File: config.mk
export PLATFORM = sky130hd
export DESIGN_NAME = swipe_axis_and_speed_classifier_flat
export DESIGN_NICKNAME = d
export VERILOG_FILES = /design/src/hdl/sasc_pkg.sv /design/src/hdl/sasc_if.sv /design/src/hdl/sasc_mul.sv /design/src/hdl/sasc_sqrt.sv /design/src/hdl/swipe_axis_and_speed_classifier.sv /design/src/flat_wrapper.sv
export SDC_FILE = /design/constraint.sdc
export NUM_CORES = 2
export LEC_CHECK = 0
export BUFFER_PORTS_ARGS = -buffer_cell sky130_fd_sc_hd__buf_2
export CAP_MARGIN = 40
export CELL_PAD_IN_SITES_DETAIL_PLACEMENT = 1
export CELL_PAD_IN_SITES_GLOBAL_PLACEMENT = 1
export CORE_MARGIN = 4
export CORE_UTILIZATION = 55
export CTS_BUF_LIST = sky130_fd_sc_hd__clkbuf_8
export CTS_CLUSTER_DIAMETER = 40
export DETAILED_ROUTE_END_ITERATION = 8
export PLACE_DENSITY = 0.88
export SYNTH_ARGS = -nofsm -noshare
export SYNTH_HDL_FRONTEND = slang
export SYNTH_SLANG_ARGS = --single-unit
export TNS_END_PERCENT = 10
File: constraint.sdc
create_clock -name clk_i -period 7.55 [get_ports clk_i]
set_input_delay 1.8875 -clock clk_i [delete_from_list [all_inputs] [get_ports clk_i]]
set_output_delay 1.8875 -clock clk_i [all_outputs]
set_load 0.02 [all_outputs]
File: src/hdl/sasc_pkg.sv
`timescale 1ns / 1ps

package sasc_pkg;

  // Field widths
  localparam int DeltaW    = 16;                  // Q12.4 motion delta
  localparam int FracW     = 4;                   // fraction bits of Q12.4
  localparam int GainW     = 16;                  // Q8.8 gain
  localparam int GainFracW = 8;
  localparam int ThrW      = 16;
  localparam int SamplesW  = 8;
  localparam int ScaleW    = 24;
  localparam int SumW      = 32;                  // running delta sums
  localparam int MagSumW   = 24;
  localparam int CountW    = 9;                   // sample counter
  localparam int CfgIdxW   = 2;
  localparam int CfgW      = 16;

  // Derived widths
  localparam int SqW       = 2 * DeltaW;          // dx*dx + dy*dy
  localparam int RootW     = SqW / 2;
  localparam int RemW      = RootW + 3;
  localparam int ProdW     = DeltaW + GainW;      // |d| * gain
  localparam int ThrProdW  = ThrW + SamplesW;     // threshold * samples
  localparam int MulCntW   = $clog2(DeltaW);
  localparam int RootCntW  = $clog2(RootW);

  // Axis lock at 5 units
  localparam int LockUnits = 5;
  localparam logic [SumW-1:0] LockRaw = SumW'(LockUnits << FracW);

  // Register reset values
  localparam logic [ThrW-1:0]     ThrReset     = ThrW'(320);
  localparam logic [SamplesW-1:0] SamplesReset = SamplesW'(3);
  localparam logic [GainW-1:0]    GainReset    = GainW'(256);

  // Register indexes
  localparam logic [CfgIdxW-1:0] CfgThreshold = 2'd0;
  localparam logic [CfgIdxW-1:0] CfgSamples   = 2'd1;
  localparam logic [CfgIdxW-1:0] CfgGain      = 2'd2;

  // Request codes
  typedef enum logic [1:0] {
    FuncMotion = 2'd0,
    FuncSpeed  = 2'd1,
    FuncReset  = 2'd2
  } func_e;

  // Direction codes
  localparam logic [1:0] DirUp    = 2'd0;
  localparam logic [1:0] DirDown  = 2'd1;
  localparam logic [1:0] DirLeft  = 2'd2;
  localparam logic [1:0] DirRight = 2'd3;

  typedef struct packed {
    logic [1:0]               func;
    logic signed [DeltaW-1:0] delta_x;
    logic signed [DeltaW-1:0] delta_y;
    logic                     swipe_active;
    logic                     stroke_active;
  } in_word_t;

  typedef struct packed {
    logic                     handled;
    logic                     speed_pending;
    logic                     speed_fast;
    logic                     swipe_valid;
    logic [1:0]               direction;
    logic signed [DeltaW-1:0] axis_delta;
    logic signed [ScaleW-1:0] scaled_x;
    logic signed [ScaleW-1:0] scaled_y;
    logic [DeltaW-1:0]        magnitude;
  } out_word_t;

  typedef struct packed {
    logic [SqW-1:0]      sq_sum;
    logic [ProdW-1:0]    gain_x;
    logic [ProdW-1:0]    gain_y;
    logic [ThrProdW-1:0] thr_prod;
  } mul_res_t;

endpackage

File: src/hdl/sasc_if.sv
`timescale 1ns / 1ps

interface sasc_in_if;
  logic               valid;
  logic               ready;
  sasc_pkg::in_word_t data;

  modport source (output valid, output data, input ready);
  modport sink   (input valid, input data, output ready);
endinterface

interface sasc_out_if;
  logic                valid;
  logic                ready;
  sasc_pkg::out_word_t data;

  modport source (output valid, output data, input ready);
  modport sink   (input valid, input data, output ready);
endinterface

File: src/hdl/sasc_mul.sv
`timescale 1ns / 1ps

// Bit-serial shift-add multiplier lanes: sum of squares of |dx| and |dy|,
// gain products, and threshold * samples. One multiplier bit per cycle.
module sasc_mul (
  input  logic                                clk_i,
  input  logic                                rst_ni,
  input  logic                                start_i,
  input  logic [sasc_pkg::DeltaW-1:0]         abs_x_i,
  input  logic [sasc_pkg::DeltaW-1:0]         abs_y_i,
  input  logic [sasc_pkg::GainW-1:0]          gain_i,
  input  logic [sasc_pkg::ThrW-1:0]           thr_i,
  input  logic [sasc_pkg::SamplesW-1:0]       samples_i,
  output logic                                done_o,
  output sasc_pkg::mul_res_t                  res_o
);

  logic                               busy_q;
  logic [sasc_pkg::MulCntW-1:0]       cnt_q;
  logic                               done_q;
  logic [sasc_pkg::DeltaW-1:0]        mx_q, my_q;
  logic [sasc_pkg::SqW-1:0]           ax_q, ay_q;
  logic [sasc_pkg::ProdW-1:0]         g_q;
  logic [sasc_pkg::ThrProdW-1:0]      t_q;
  logic [sasc_pkg::SamplesW-1:0]      ns_q;
  logic [sasc_pkg::SqW-1:0]           acc_sq_q;
  logic [sasc_pkg::ProdW-1:0]         acc_gx_q, acc_gy_q;
  logic [sasc_pkg::ThrProdW-1:0]      acc_t_q;

  localparam logic [sasc_pkg::MulCntW-1:0] LastStep =
    sasc_pkg::MulCntW'(sasc_pkg::DeltaW - 1);

  always_ff @(posedge clk_i or negedge rst_ni) begin
    if (!rst_ni) begin
      busy_q <= 1'b0;
      cnt_q  <= '0;
      done_q <= 1'b0;
    end else begin
      done_q <= busy_q && !start_i && (cnt_q == LastStep);
      if (start_i) begin
        busy_q <= 1'b1;
        cnt_q  <= '0;
      end else if (busy_q) begin
        cnt_q <= cnt_q + 1'b1;
        if (cnt_q == LastStep) begin
          busy_q <= 1'b0;
        end
      end
    end
  end

  always_ff @(posedge clk_i) begin
    if (start_i) begin
      mx_q     <= abs_x_i;
      my_q     <= abs_y_i;
      ax_q     <= sasc_pkg::SqW'(abs_x_i);
      ay_q     <= sasc_pkg::SqW'(abs_y_i);
      g_q      <= sasc_pkg::ProdW'(gain_i);
      t_q      <= sasc_pkg::ThrProdW'(thr_i);
      ns_q     <= samples_i;
      acc_sq_q <= '0;
      acc_gx_q <= '0;
      acc_gy_q <= '0;
      acc_t_q  <= '0;
    end else if (busy_q) begin
      acc_sq_q <= acc_sq_q + (mx_q[0] ? ax_q : '0) + (my_q[0] ? ay_q : '0);
      acc_gx_q <= acc_gx_q + (mx_q[0] ? g_q : '0);
      acc_gy_q <= acc_gy_q + (my_q[0] ? g_q : '0);
      acc_t_q  <= acc_t_q + (ns_q[0] ? t_q : '0);
      mx_q     <= mx_q >> 1;
      my_q     <= my_q >> 1;
      ns_q     <= ns_q >> 1;
      ax_q     <= ax_q << 1;
      ay_q     <= ay_q << 1;
      g_q      <= g_q << 1;
      t_q      <= t_q << 1;
    end
  end

  assign done_o         = done_q;
  assign res_o.sq_sum   = acc_sq_q;
  assign res_o.gain_x   = acc_gx_q;
  assign res_o.gain_y   = acc_gy_q;
  assign res_o.thr_prod = acc_t_q;

endmodule

File: src/hdl/sasc_sqrt.sv
`timescale 1ns / 1ps

// Digit-serial square root, two radicand bits per cycle, rounded to nearest.
module sasc_sqrt (
  input  logic                         clk_i,
  input  logic                         rst_ni,
  input  logic                         start_i,
  input  logic [sasc_pkg::SqW-1:0]     rad_i,
  output logic                         done_o,
  output logic [sasc_pkg::RootW-1:0]   mag_o
);

  typedef enum logic [1:0] {
    SqIdle,
    SqRun,
    SqRnd
  } sq_state_e;

  localparam logic [sasc_pkg::RootCntW-1:0] LastStep =
    sasc_pkg::RootCntW'(sasc_pkg::RootW - 1);

  sq_state_e                       state_q;
  logic [sasc_pkg::RootCntW-1:0]   cnt_q;
  logic [sasc_pkg::SqW-1:0]        rad_q;
  logic [sasc_pkg::RemW-1:0]       rem_q;
  logic [sasc_pkg::RootW-1:0]      root_q;
  logic [sasc_pkg::RootW-1:0]      mag_q;
  logic                            done_q;

  logic [sasc_pkg::RemW-1:0]       rem_sh;
  logic [sasc_pkg::RemW-1:0]       trial;
  logic                            take;

  always_comb begin
    rem_sh = {rem_q[sasc_pkg::RemW-3:0], rad_q[sasc_pkg::SqW-1 -: 2]};
    trial  = sasc_pkg::RemW'({root_q, 2'b01});
    take   = (rem_sh >= trial);
  end

  always_ff @(posedge clk_i or negedge rst_ni) begin
    if (!rst_ni) begin
      state_q <= SqIdle;
      cnt_q   <= '0;
      rad_q   <= '0;
      rem_q   <= '0;
      root_q  <= '0;
      mag_q   <= '0;
      done_q  <= 1'b0;
    end else begin
      done_q <= (state_q == SqRnd);
      unique case (state_q)
        SqIdle: begin
          if (start_i) begin
            rad_q   <= rad_i;
            rem_q   <= '0;
            root_q  <= '0;
            cnt_q   <= '0;
            state_q <= SqRun;
          end
        end
        SqRun: begin
          rad_q <= rad_q << 2;
          cnt_q <= cnt_q + 1'b1;
          if (take) begin
            rem_q  <= rem_sh - trial;
            root_q <= {root_q[sasc_pkg::RootW-2:0], 1'b1};
          end else begin
            rem_q  <= rem_sh;
            root_q <= {root_q[sasc_pkg::RootW-2:0], 1'b0};
          end
          if (cnt_q == LastStep) begin
            state_q <= SqRnd;
          end
        end
        SqRnd: begin
          // remainder above root: nearer to root + 1
          mag_q   <= root_q + sasc_pkg::RootW'(rem_q > sasc_pkg::RemW'(root_q));
          state_q <= SqIdle;
        end
        default: state_q <= SqIdle;
      endcase
    end
  end

  assign done_o = done_q;
  assign mag_o  = mag_q;

endmodule

File: src/hdl/swipe_axis_and_speed_classifier.sv
`timescale 1ns / 1ps

// Swipe axis and speed classifier.
// in_if carries one word per touchpad request (motion, start speed sampling,
// gesture reset); out_if returns exactly one result word per request.
// Registers are written through cfg_we_i / cfg_idx_i / cfg_data_i
// (0 threshold, 1 samples, 2 gain); the user must write them only while
// the block is idle, which the block itself does not enforce.
// A handled motion word (gesture active) runs a bit-serial multiply and then
// a 2-bit-per-cycle square root with a rounding step, each unit handing off
// through a registered done; its result is then loaded into the output
// register. Every other word goes straight to that load. One word is in
// flight at a time; in_if.ready is high only while the sequencer is idle,
// so the next word is accepted only after the load.
// The result sits in an output register; while it waits the next word may
// be accepted and worked on, and it is loaded once the old result is taken.
// A stalled receiver therefore holds at most one finished word plus one in
// work. Reset clears the gesture state, the sequencer and the output valid,
// and loads the register defaults (threshold 320, samples 3, gain 256).
module swipe_axis_and_speed_classifier (
  input  logic                            clk_i,
  input  logic                            rst_ni,
  input  logic                            cfg_we_i,
  input  logic [sasc_pkg::CfgIdxW-1:0]    cfg_idx_i,
  input  logic [sasc_pkg::CfgW-1:0]       cfg_data_i,
  sasc_in_if.sink                         in_if,
  sasc_out_if.source                      out_if
);

  typedef enum logic [1:0] {
    SIdle,
    SMul,
    SRoot,
    SLoad
  } state_e;

  // ---------------------------------------------------------------------
  // Configuration registers
  // ---------------------------------------------------------------------
  logic [sasc_pkg::ThrW-1:0]     thr_q;
  logic [sasc_pkg::SamplesW-1:0] samples_q;
  logic [sasc_pkg::GainW-1:0]    gain_q;

  always_ff @(posedge clk_i or negedge rst_ni) begin
    if (!rst_ni) begin
      thr_q     <= sasc_pkg::ThrReset;
      samples_q <= sasc_pkg::SamplesReset;
      gain_q    <= sasc_pkg::GainReset;
    end else if (cfg_we_i) begin
      unique case (cfg_idx_i)
        sasc_pkg::CfgThreshold: thr_q     <= cfg_data_i[sasc_pkg::ThrW-1:0];
        sasc_pkg::CfgSamples:   samples_q <= cfg_data_i[sasc_pkg::SamplesW-1:0];
        sasc_pkg::CfgGain:      gain_q    <= cfg_data_i[sasc_pkg::GainW-1:0];
        default: ;
      endcase
    end
  end

  // ---------------------------------------------------------------------
  // Sequencer, item and output registers
  // ---------------------------------------------------------------------
  state_e                state_q;
  logic                  out_valid_q;
  sasc_pkg::out_word_t   out_word_q;
  sasc_pkg::in_word_t    item_q;

  logic                  accept;
  logic                  in_handled;
  logic                  item_handled;
  logic                  load;

  // gesture state
  logic [sasc_pkg::SumW-1:0]    sum_x_q, sum_y_q;
  logic [sasc_pkg::SumW-1:0]    abs_x_q, abs_y_q;
  logic                         locked_q, vert_q;
  logic                         det_q, known_q, fast_q;
  logic [sasc_pkg::CountW-1:0]  count_q;
  logic [sasc_pkg::MagSumW-1:0] magsum_q;

  // next values, valid in the load cycle
  logic                         locked_d, vert_d, det_d, known_d, fast_d;
  logic [sasc_pkg::CountW-1:0]  count_d;
  logic [sasc_pkg::MagSumW-1:0] magsum_d;
  logic                         clear_d;
  sasc_pkg::out_word_t          res;

  // arithmetic units
  logic [sasc_pkg::DeltaW-1:0]  in_abs_x, in_abs_y;
  logic                         mul_done, root_done;
  sasc_pkg::mul_res_t           mul_res;
  logic [sasc_pkg::RootW-1:0]   mag;

  assign accept     = in_if.valid && in_if.ready;
  assign in_handled = (in_if.data.func == sasc_pkg::FuncMotion) &&
                      (in_if.data.swipe_active || in_if.data.stroke_active);
  assign item_handled = (item_q.func == sasc_pkg::FuncMotion) &&
                        (item_q.swipe_active || item_q.stroke_active);
  assign load = (state_q == SLoad) && (!out_valid_q || out_if.ready);

  assign in_abs_x = in_if.data.delta_x[sasc_pkg::DeltaW-1] ?
                    sasc_pkg::DeltaW'(-in_if.data.delta_x) : in_if.data.delta_x;
  assign in_abs_y = in_if.data.delta_y[sasc_pkg::DeltaW-1] ?
                    sasc_pkg::DeltaW'(-in_if.data.delta_y) : in_if.data.delta_y;

  sasc_mul u_mul (
    .clk_i     (clk_i),
    .rst_ni    (rst_ni),
    .start_i   (accept && in_handled),
    .abs_x_i   (in_abs_x),
    .abs_y_i   (in_abs_y),
    .gain_i    (gain_q),
    .thr_i     (thr_q),
    .samples_i (samples_q),
    .done_o    (mul_done),
    .res_o     (mul_res)
  );

  sasc_sqrt u_sqrt (
    .clk_i   (clk_i),
    .rst_ni  (rst_ni),
    .start_i (mul_done),
    .rad_i   (mul_res.sq_sum),
    .done_o  (root_done),
    .mag_o   (mag)
  );

  // saturating add of a delta into a 32-bit sum
  function automatic logic [sasc_pkg::SumW-1:0] sat_add(
    input logic [sasc_pkg::SumW-1:0]   s,
    input logic [sasc_pkg::DeltaW-1:0] d
  );
    logic [sasc_pkg::SumW:0] t;
    t = {s[sasc_pkg::SumW-1], s} +
        {{(sasc_pkg::SumW + 1 - sasc_pkg::DeltaW){d[sasc_pkg::DeltaW-1]}}, d};
    if (t[sasc_pkg::SumW] != t[sasc_pkg::SumW-1]) begin
      sat_add = t[sasc_pkg::SumW] ? {1'b1, {(sasc_pkg::SumW-1){1'b0}}}
                                  : {1'b0, {(sasc_pkg::SumW-1){1'b1}}};
    end else begin
      sat_add = t[sasc_pkg::SumW-1:0];
    end
  endfunction

  // floor(+-p / 256), saturated to the scaled width
  localparam int QW = sasc_pkg::ProdW + 1 - sasc_pkg::GainFracW;

  function automatic logic [sasc_pkg::ScaleW-1:0] scale(
    input logic                       neg,
    input logic [sasc_pkg::ProdW-1:0] p
  );
    logic [sasc_pkg::ProdW:0] sp;
    logic [QW-1:0]            q;
    logic [QW-sasc_pkg::ScaleW:0] hi;
    sp = neg ? -{1'b0, p} : {1'b0, p};
    q  = sp[sasc_pkg::ProdW:sasc_pkg::GainFracW];
    hi = q[QW-1:sasc_pkg::ScaleW-1];
    if ((hi == '0) || (hi == '1)) begin
      scale = q[sasc_pkg::ScaleW-1:0];
    end else begin
      scale = q[QW-1] ? {1'b1, {(sasc_pkg::ScaleW-1){1'b0}}}
                      : {1'b0, {(sasc_pkg::ScaleW-1){1'b1}}};
    end
  endfunction

  // Result and state update of the load cycle
  always_comb begin
    logic                         fast;
    logic                         sampling;
    logic                         vertical;
    logic [sasc_pkg::MagSumW:0]   msum;

    res      = '0;
    locked_d = locked_q;
    vert_d   = vert_q;
    det_d    = det_q;
    known_d  = known_q;
    fast_d   = fast_q;
    count_d  = count_q;
    magsum_d = magsum_q;
    clear_d  = 1'b0;
    fast     = 1'b0;
    sampling = 1'b0;
    vertical = 1'b0;
    msum     = '0;

    if (item_handled) begin
      res.handled   = 1'b1;
      res.magnitude = mag;
      fast          = known_q && fast_q;
      if (det_q) begin
        count_d = count_q + 1'b1;
        if (count_q != sasc_pkg::CountW'(samples_q)) begin
          msum = {1'b0, magsum_q} + sasc_pkg::MagSumW'(mag);
          magsum_d = msum[sasc_pkg::MagSumW] ? '1 : msum[sasc_pkg::MagSumW-1:0];
          res.speed_pending = 1'b1;
          sampling          = 1'b1;
        end else begin
          det_d   = 1'b0;
          known_d = 1'b1;
          fast_d  = (magsum_q >= mul_res.thr_prod);
          fast    = fast_d;
        end
      end
      if (!sampling) begin
        res.speed_fast = fast;
        if (item_q.swipe_active) begin
          if (!locked_q) begin
            vertical = !(abs_x_q >= abs_y_q);
            if ((abs_x_q >= sasc_pkg::LockRaw) || (abs_y_q >= sasc_pkg::LockRaw)) begin
              locked_d = 1'b1;
              vert_d   = vertical;
            end
          end else begin
            vertical = vert_q;
          end
          res.swipe_valid = 1'b1;
          if (vertical) begin
            res.direction  = sum_y_q[sasc_pkg::SumW-1] ? sasc_pkg::DirUp
                                                       : sasc_pkg::DirDown;
            res.axis_delta = item_q.delta_y;
          end else begin
            res.direction  = sum_x_q[sasc_pkg::SumW-1] ? sasc_pkg::DirLeft
                                                       : sasc_pkg::DirRight;
            res.axis_delta = item_q.delta_x;
          end
          res.scaled_x = scale(item_q.delta_x[sasc_pkg::DeltaW-1], mul_res.gain_x);
          res.scaled_y = scale(item_q.delta_y[sasc_pkg::DeltaW-1], mul_res.gain_y);
        end
      end
    end else begin
      case (item_q.func)
        sasc_pkg::FuncReset: begin
          clear_d  = 1'b1;
          locked_d = 1'b0;
          vert_d   = 1'b0;
          det_d    = 1'b0;
          known_d  = 1'b0;
          fast_d   = 1'b0;
          count_d  = '0;
          magsum_d = '0;
        end
        sasc_pkg::FuncSpeed: det_d = 1'b1;
        default: ;
      endcase
      res.speed_pending = det_d;
      res.speed_fast    = !det_d && known_d && fast_d;
    end
  end

  // Sequencer and output register
  always_ff @(posedge clk_i or negedge rst_ni) begin
    if (!rst_ni) begin
      state_q     <= SIdle;
      out_valid_q <= 1'b0;
      out_word_q  <= '0;
    end else begin
      if (out_valid_q && out_if.ready && !load) begin
        out_valid_q <= 1'b0;
      end
      unique case (state_q)
        SIdle: begin
          if (accept) begin
            state_q <= in_handled ? SMul : SLoad;
          end
        end
        SMul: begin
          if (mul_done) begin
            state_q <= SRoot;
          end
        end
        SRoot: begin
          if (root_done) begin
            state_q <= SLoad;
          end
        end
        SLoad: begin
          if (load) begin
            out_valid_q <= 1'b1;
            out_word_q  <= res;
            state_q     <= SIdle;
          end
        end
        default: state_q <= SIdle;
      endcase
    end
  end

  always_ff @(posedge clk_i) begin
    if (accept) begin
      item_q <= in_if.data;
    end
    // sums are fixed while the multiply runs
    abs_x_q <= sum_x_q[sasc_pkg::SumW-1] ? -sum_x_q : sum_x_q;
    abs_y_q <= sum_y_q[sasc_pkg::SumW-1] ? -sum_y_q : sum_y_q;
  end

  // Gesture state
  always_ff @(posedge clk_i or negedge rst_ni) begin
    if (!rst_ni) begin
      sum_x_q  <= '0;
      sum_y_q  <= '0;
      locked_q <= 1'b0;
      vert_q   <= 1'b0;
      det_q    <= 1'b0;
      known_q  <= 1'b0;
      fast_q   <= 1'b0;
      count_q  <= '0;
      magsum_q <= '0;
    end else begin
      if (accept && in_handled) begin
        sum_x_q <= sat_add(sum_x_q, in_if.data.delta_x);
        sum_y_q <= sat_add(sum_y_q, in_if.data.delta_y);
      end else if (load && clear_d) begin
        sum_x_q <= '0;
        sum_y_q <= '0;
      end
      if (load) begin
        locked_q <= locked_d;
        vert_q   <= vert_d;
        det_q    <= det_d;
        known_q  <= known_d;
        fast_q   <= fast_d;
        count_q  <= count_d;
        magsum_q <= magsum_d;
      end
    end
  end

  assign in_if.ready  = (state_q == SIdle);
  assign out_if.valid = out_valid_q;
  assign out_if.data  = out_word_q;

`ifndef ASSERT_OFF
  a_mul_done_in_mul: assert property (@(posedge clk_i) disable iff (!rst_ni)
    mul_done |-> state_q == SMul)
    else $error("multiplier finished outside the multiply phase");

  a_root_done_in_root: assert property (@(posedge clk_i) disable iff (!rst_ni)
    root_done |-> state_q == SRoot)
    else $error("square root finished outside the root phase");

  a_pending_not_fast: assert property (@(posedge clk_i) disable iff (!rst_ni)
    out_if.valid |-> !(out_if.data.speed_pending && out_if.data.speed_fast))
    else $error("speed reported fast while still sampling");

  a_swipe_needs_handled: assert property (@(posedge clk_i) disable iff (!rst_ni)
    (out_if.valid && out_if.data.swipe_valid) |-> out_if.data.handled)
    else $error("swipe result on an unhandled word");

  a_lock_holds: assert property (@(posedge clk_i) disable iff (!rst_ni)
    (locked_q && state_q != SLoad) |=> locked_q && (vert_q == $past(vert_q)))
    else $error("locked axis changed outside a load");
`endif

endmodule

File: src/flat_wrapper.sv
// flat-port wrapper written by rule: the top's interface ports become plain ports
module swipe_axis_and_speed_classifier_flat 
  (clk_i, rst_ni, cfg_we_i, cfg_idx_i, cfg_data_i, in_if_valid, in_if_data, in_if_ready, out_if_valid, out_if_data, out_if_ready);
  sasc_in_if in_if_i ();
  sasc_out_if out_if_i ();
  input  logic clk_i;
  input  logic rst_ni;
  input  logic cfg_we_i;
  input  logic [sasc_pkg::CfgIdxW-1:0] cfg_idx_i;
  input  logic [sasc_pkg::CfgW-1:0] cfg_data_i;
  input wire logic [$bits(in_if_i.valid)-1:0] in_if_valid;
  input wire logic [$bits(in_if_i.data)-1:0] in_if_data;
  output wire logic [$bits(in_if_i.ready)-1:0] in_if_ready;
  output wire logic [$bits(out_if_i.valid)-1:0] out_if_valid;
  output wire logic [$bits(out_if_i.data)-1:0] out_if_data;
  input wire logic [$bits(out_if_i.ready)-1:0] out_if_ready;
  assign in_if_i.valid = in_if_valid;
  assign in_if_i.data = in_if_data;
  assign in_if_ready = in_if_i.ready;
  assign out_if_valid = out_if_i.valid;
  assign out_if_data = out_if_i.data;
  assign out_if_i.ready = out_if_ready;
  swipe_axis_and_speed_classifier u_core (.clk_i(clk_i), .rst_ni(rst_ni), .cfg_we_i(cfg_we_i), .cfg_idx_i(cfg_idx_i), .cfg_data_i(cfg_data_i), .in_if(in_if_i), .out_if(out_if_i));
endmodule
==> flow_summary.yaml <==
worst_setup_path:
  critPathCaptureType: "flip-flop"
  critPathKind: "reg -> reg"
  required_ns: 8.31
  startpoint_type: "flip-flop"
  arrival_ns: 5.72
  cp_max_fo: 24
logic_synthesis:
  ys_ff_latch: 706
  synth_most_common_cell: "nand2_1"
  ys_top_cells_by_count: "nand2_1 (557), o21ai_0 (342), nor2_1 (323), dfrtp_1 (321), ha_1 (287)"
  yosys_most_used_dff: "dfrtp_1"
  synth_seq_area_share_pct: 40.07
  netlist_instances: 4614
  synth-async-reset-ratio_pct: 46.18
  yosysTopAreaCell: "dfrtp_1"
  ys_warn_count: 0
  yosys-top-cells-area: "dfrtp_1 (19%), dfxtp_1 (11%), edfxtp_1 (9.8%)"
  syn_area_mm2: 0.04286
  syn_nets: 4998
  avgSynthCellArea_um2: 9.289
  synth_edf_count: 140
  synth_cell_types: 83
  synth_top_area_share_pct: 18.74
drt:
  routed_wl_um: 144900
  drc: 0
  wl_per_cell_um: 24.52
  ant_nets: 0
  detail_route.vias_per_cell: 6.404
  drt_first_iter_violations: 2915
  firstDrtPassIters: 6
  via_count: 37840
outcome:
  outcome: "completed"
cts:
  cts_setup_buffers: 0
  cts_tree: "yes"
  cts-root-buf: "clkbuf_8"
  hold_buffers: 0
  cts_resized: 0
  clk_latency_ns: 0.82
  cts_max_level: 4
  clkTransAtPathRegs_ns: 0.06
  cts-buffers-inserted: 138
  clock-sinks: 706
  cts_buffer_depth: 3
finish:
  fin_util_pct: 61.84
  multi_input_area_mm2: 0.02437
  nets: 5135
  fillers: 8782
  drive_gt1_share_pct: 10.48
  largest_reg_flops: 85
  syn_to_final_growth_pct: 11.60
  regArea_mm2: 0.01718
sta:
  setup_viol: 0
  tns_ns: 0
  rsz0062_at_grt: "no"
  worstMarginPinSlew_ns: 0.9461
  final_hold_viol_count: 0
  fmax_mhz: 201.5
  period_needed_ns: 4.963
  skew_ns: 0.03541
  max_slew_margin_pct: 36.26
  finalMaxSlewViolations: 0
  fin_crit_sh_pct: 65.74
grt:
  grtUsageMet3_pct: 5.773
  antenna_found_initial: 6
  grt_usage_pct: 34.47
  grt_first_pass_wirelength_um: 227100
  first_global_vias: 40240
  grt_overflow_total: 0
  grt.busiest_layer: "met2"
  use_met1_pct: 42.08
  grt_max_degree: 152
  met2_usage_pct: 58.63
pwr:
  p_per_area_mw_per_mm2: 531.9
  switching_share_pct: 46.33
  ir_worst_vdd_mv: 0.2156
  power_switching_mw: 11.79
  clockPowerShare_pct: 16.7
  p_leak_nw: 22.17
  internal-power_mw: 13.65
  seqPwrFrac_pct: 28.7
  pwr-share-comb_pct: 54.7
die:
  core-area_mm2: 0.07734
  fp.dieW_um: 287.2
  io_pins: 147
  start_util_pct: 55.42
  chipHeight_um: 287.2
  rows: 102
  dieArea_mm2: 0.08246
min_path:
  hold_path_class: "reg -> reg"
place:
  portBuffers: 146
  gp_congestion: 0.9304
  hpwl_um: 96500
job:
  maxCapViolations: 0
## worst max-delay path, stage by stage, from the launching register on
cell and delay, ns:
edfxtp_1 0.75, buf_4 0.48, and2_1 0.22, fa_1 0.48
ha_1 0.32, a21o_1 0.11, a21oi_1 0.10, o21a_1 0.21
or3_1 0.42, a21o_1 0.24, o21a_1 0.26, o21ai_0 0.54
nand2_1 0.10, a2111oi_0 0.47, o31a_1 0.19
## per-layer routing
layer / vias up / part of all wire (%)
met5: - / 0
met3: 527 / 5.8
met4: 0 / 5.5
met2: 1422 / 48
met1: 18980 / 40
li1: 16910 / -
## layout by cell type (no fill, tap or decap), types with 12 or more instances in the layout
| cell type | netlist | layout |
|---|---|---|
| and2_1 | 151 | 149 |
| mux2_2 | 44 | 44 |
| nor4_1 | 25 | 25 |
| ha_1 | 287 | 287 |
| inv_1 | 158 | 200 |
| a31oi_1 | 43 | 42 |
| xnor2_1 | 188 | 188 |
| o31ai_1 | 41 | 41 |
| o211ai_1 | 19 | 19 |
| or3_1 | 36 | 36 |
| o41ai_1 | 15 | 15 |
| o21a_1 | 92 | 92 |
| a21o_1 | 150 | 150 |
| a21oi_1 | 238 | 236 |
| nand2_1 | 557 | 555 |
| nor2_1 | 323 | 322 |
| o21ai_0 | 342 | 341 |
| a221o_1 | 60 | 60 |
| buf_4 | 1 | 47 |
| nor2b_1 | 47 | 46 |
| and3_1 | 29 | 29 |
| o21bai_1 | 29 | 28 |
| a22o_1 | 70 | 70 |
| fa_1 | 38 | 38 |
| or4_1 | 22 | 22 |
| buf_2 | 0 | 145 |
| nand3_1 | 68 | 68 |
| nand2b_1 | 43 | 43 |
| clkinv_2 | 0 | 15 |
| edfxtp_1 | 140 | 140 |
| dfrtp_1 | 321 | 320 |
| bufinv_16 | 0 | 12 |
| xor2_1 | 131 | 131 |
| clkbuf_8 | 0 | 165 |
| mux2i_1 | 138 | 138 |
| dfxtp_1 | 240 | 240 |
| nand4_1 | 45 | 45 |
| nor3_1 | 62 | 60 |
| a221oi_1 | 19 | 19 |
| a211oi_1 | 37 | 35 |
## worst paths after layout
path	start	endpoint	slack [ns]	cells past startpoint
max in group asynchronous	rst_ni	u_core.u_mul.busy_q	5.38	2
setup reg to reg	u_core.u_mul.mx_q[0]	u_core.u_mul.acc_sq_q[30]	2.59	14
hold / removal	u_core.out_if.data[85]	u_core.out_if.data[85]	0.47	1
setup / recovery	u_core.u_mul.mx_q[0]	u_core.u_mul.acc_sq_q[30]	2.59	14
min in group asynchronous	rst_ni	u_core.out_if.data[32]	0.95	1
hold reg to reg	u_core.out_if.data[85]	u_core.out_if.data[85]	0.47	1
## through the flow
stage | cell area, µm² | cells | hold slack, ns | setup WS, ns | total power, mW
after floorplan | 42860 | 4614 | 0.4312 | 1.273 | 16.54
after global placement | 44550 | 5636 | 0.4457 | 1.663 | 19.39
after detailed placement | 44810 | 5650 | 0.4667 | 1.928 | 20.33
after CTS | 47810 | 5905 | 0.4774 | 2.631 | 25.22
after global routing | 47830 | 5909 | 0.4857 | 2.308 | 27.09
final | 47830 | 5909 | 0.4741 | 2.587 | 25.44
## area by class of cell
cell class | count | area share [%]
Tap cell | 1040 | 2.721
Clock buffer | 165 | 4.748
Multi-Input combinational cell | 3540 | 50.95
Antenna cell | 3 | 0.01570
Clock inverter | 90 | 1.525
Inverter | 158 | 1.245
Timing Repair Buffer | 207 | 2.880
Sequential cell | 706 | 35.91
## power by group through the flow
stage	clock network [mW]	registers [mW]	logic [mW]
floorplan	0	6.65	9.89
global placement	0	7.13	12.3
detailed placement	0	7.22	13.1
CTS	4.28	7.22	13.7
global route	4.45	7.43	15.2
finish	4.24	7.29	13.9
## cell families after synthesis
group	after synthesis	share of synthesized area [%]
compound gates	1253	19.39
xor+xnor	319	6.519
fa+ha+maj	325	10.15
buf+inv	368	3.319
flops	706	40.07
mux	182	4.379
simple gates	1461	16.17
Note: power is estimated with default switching activity, not from simulation.
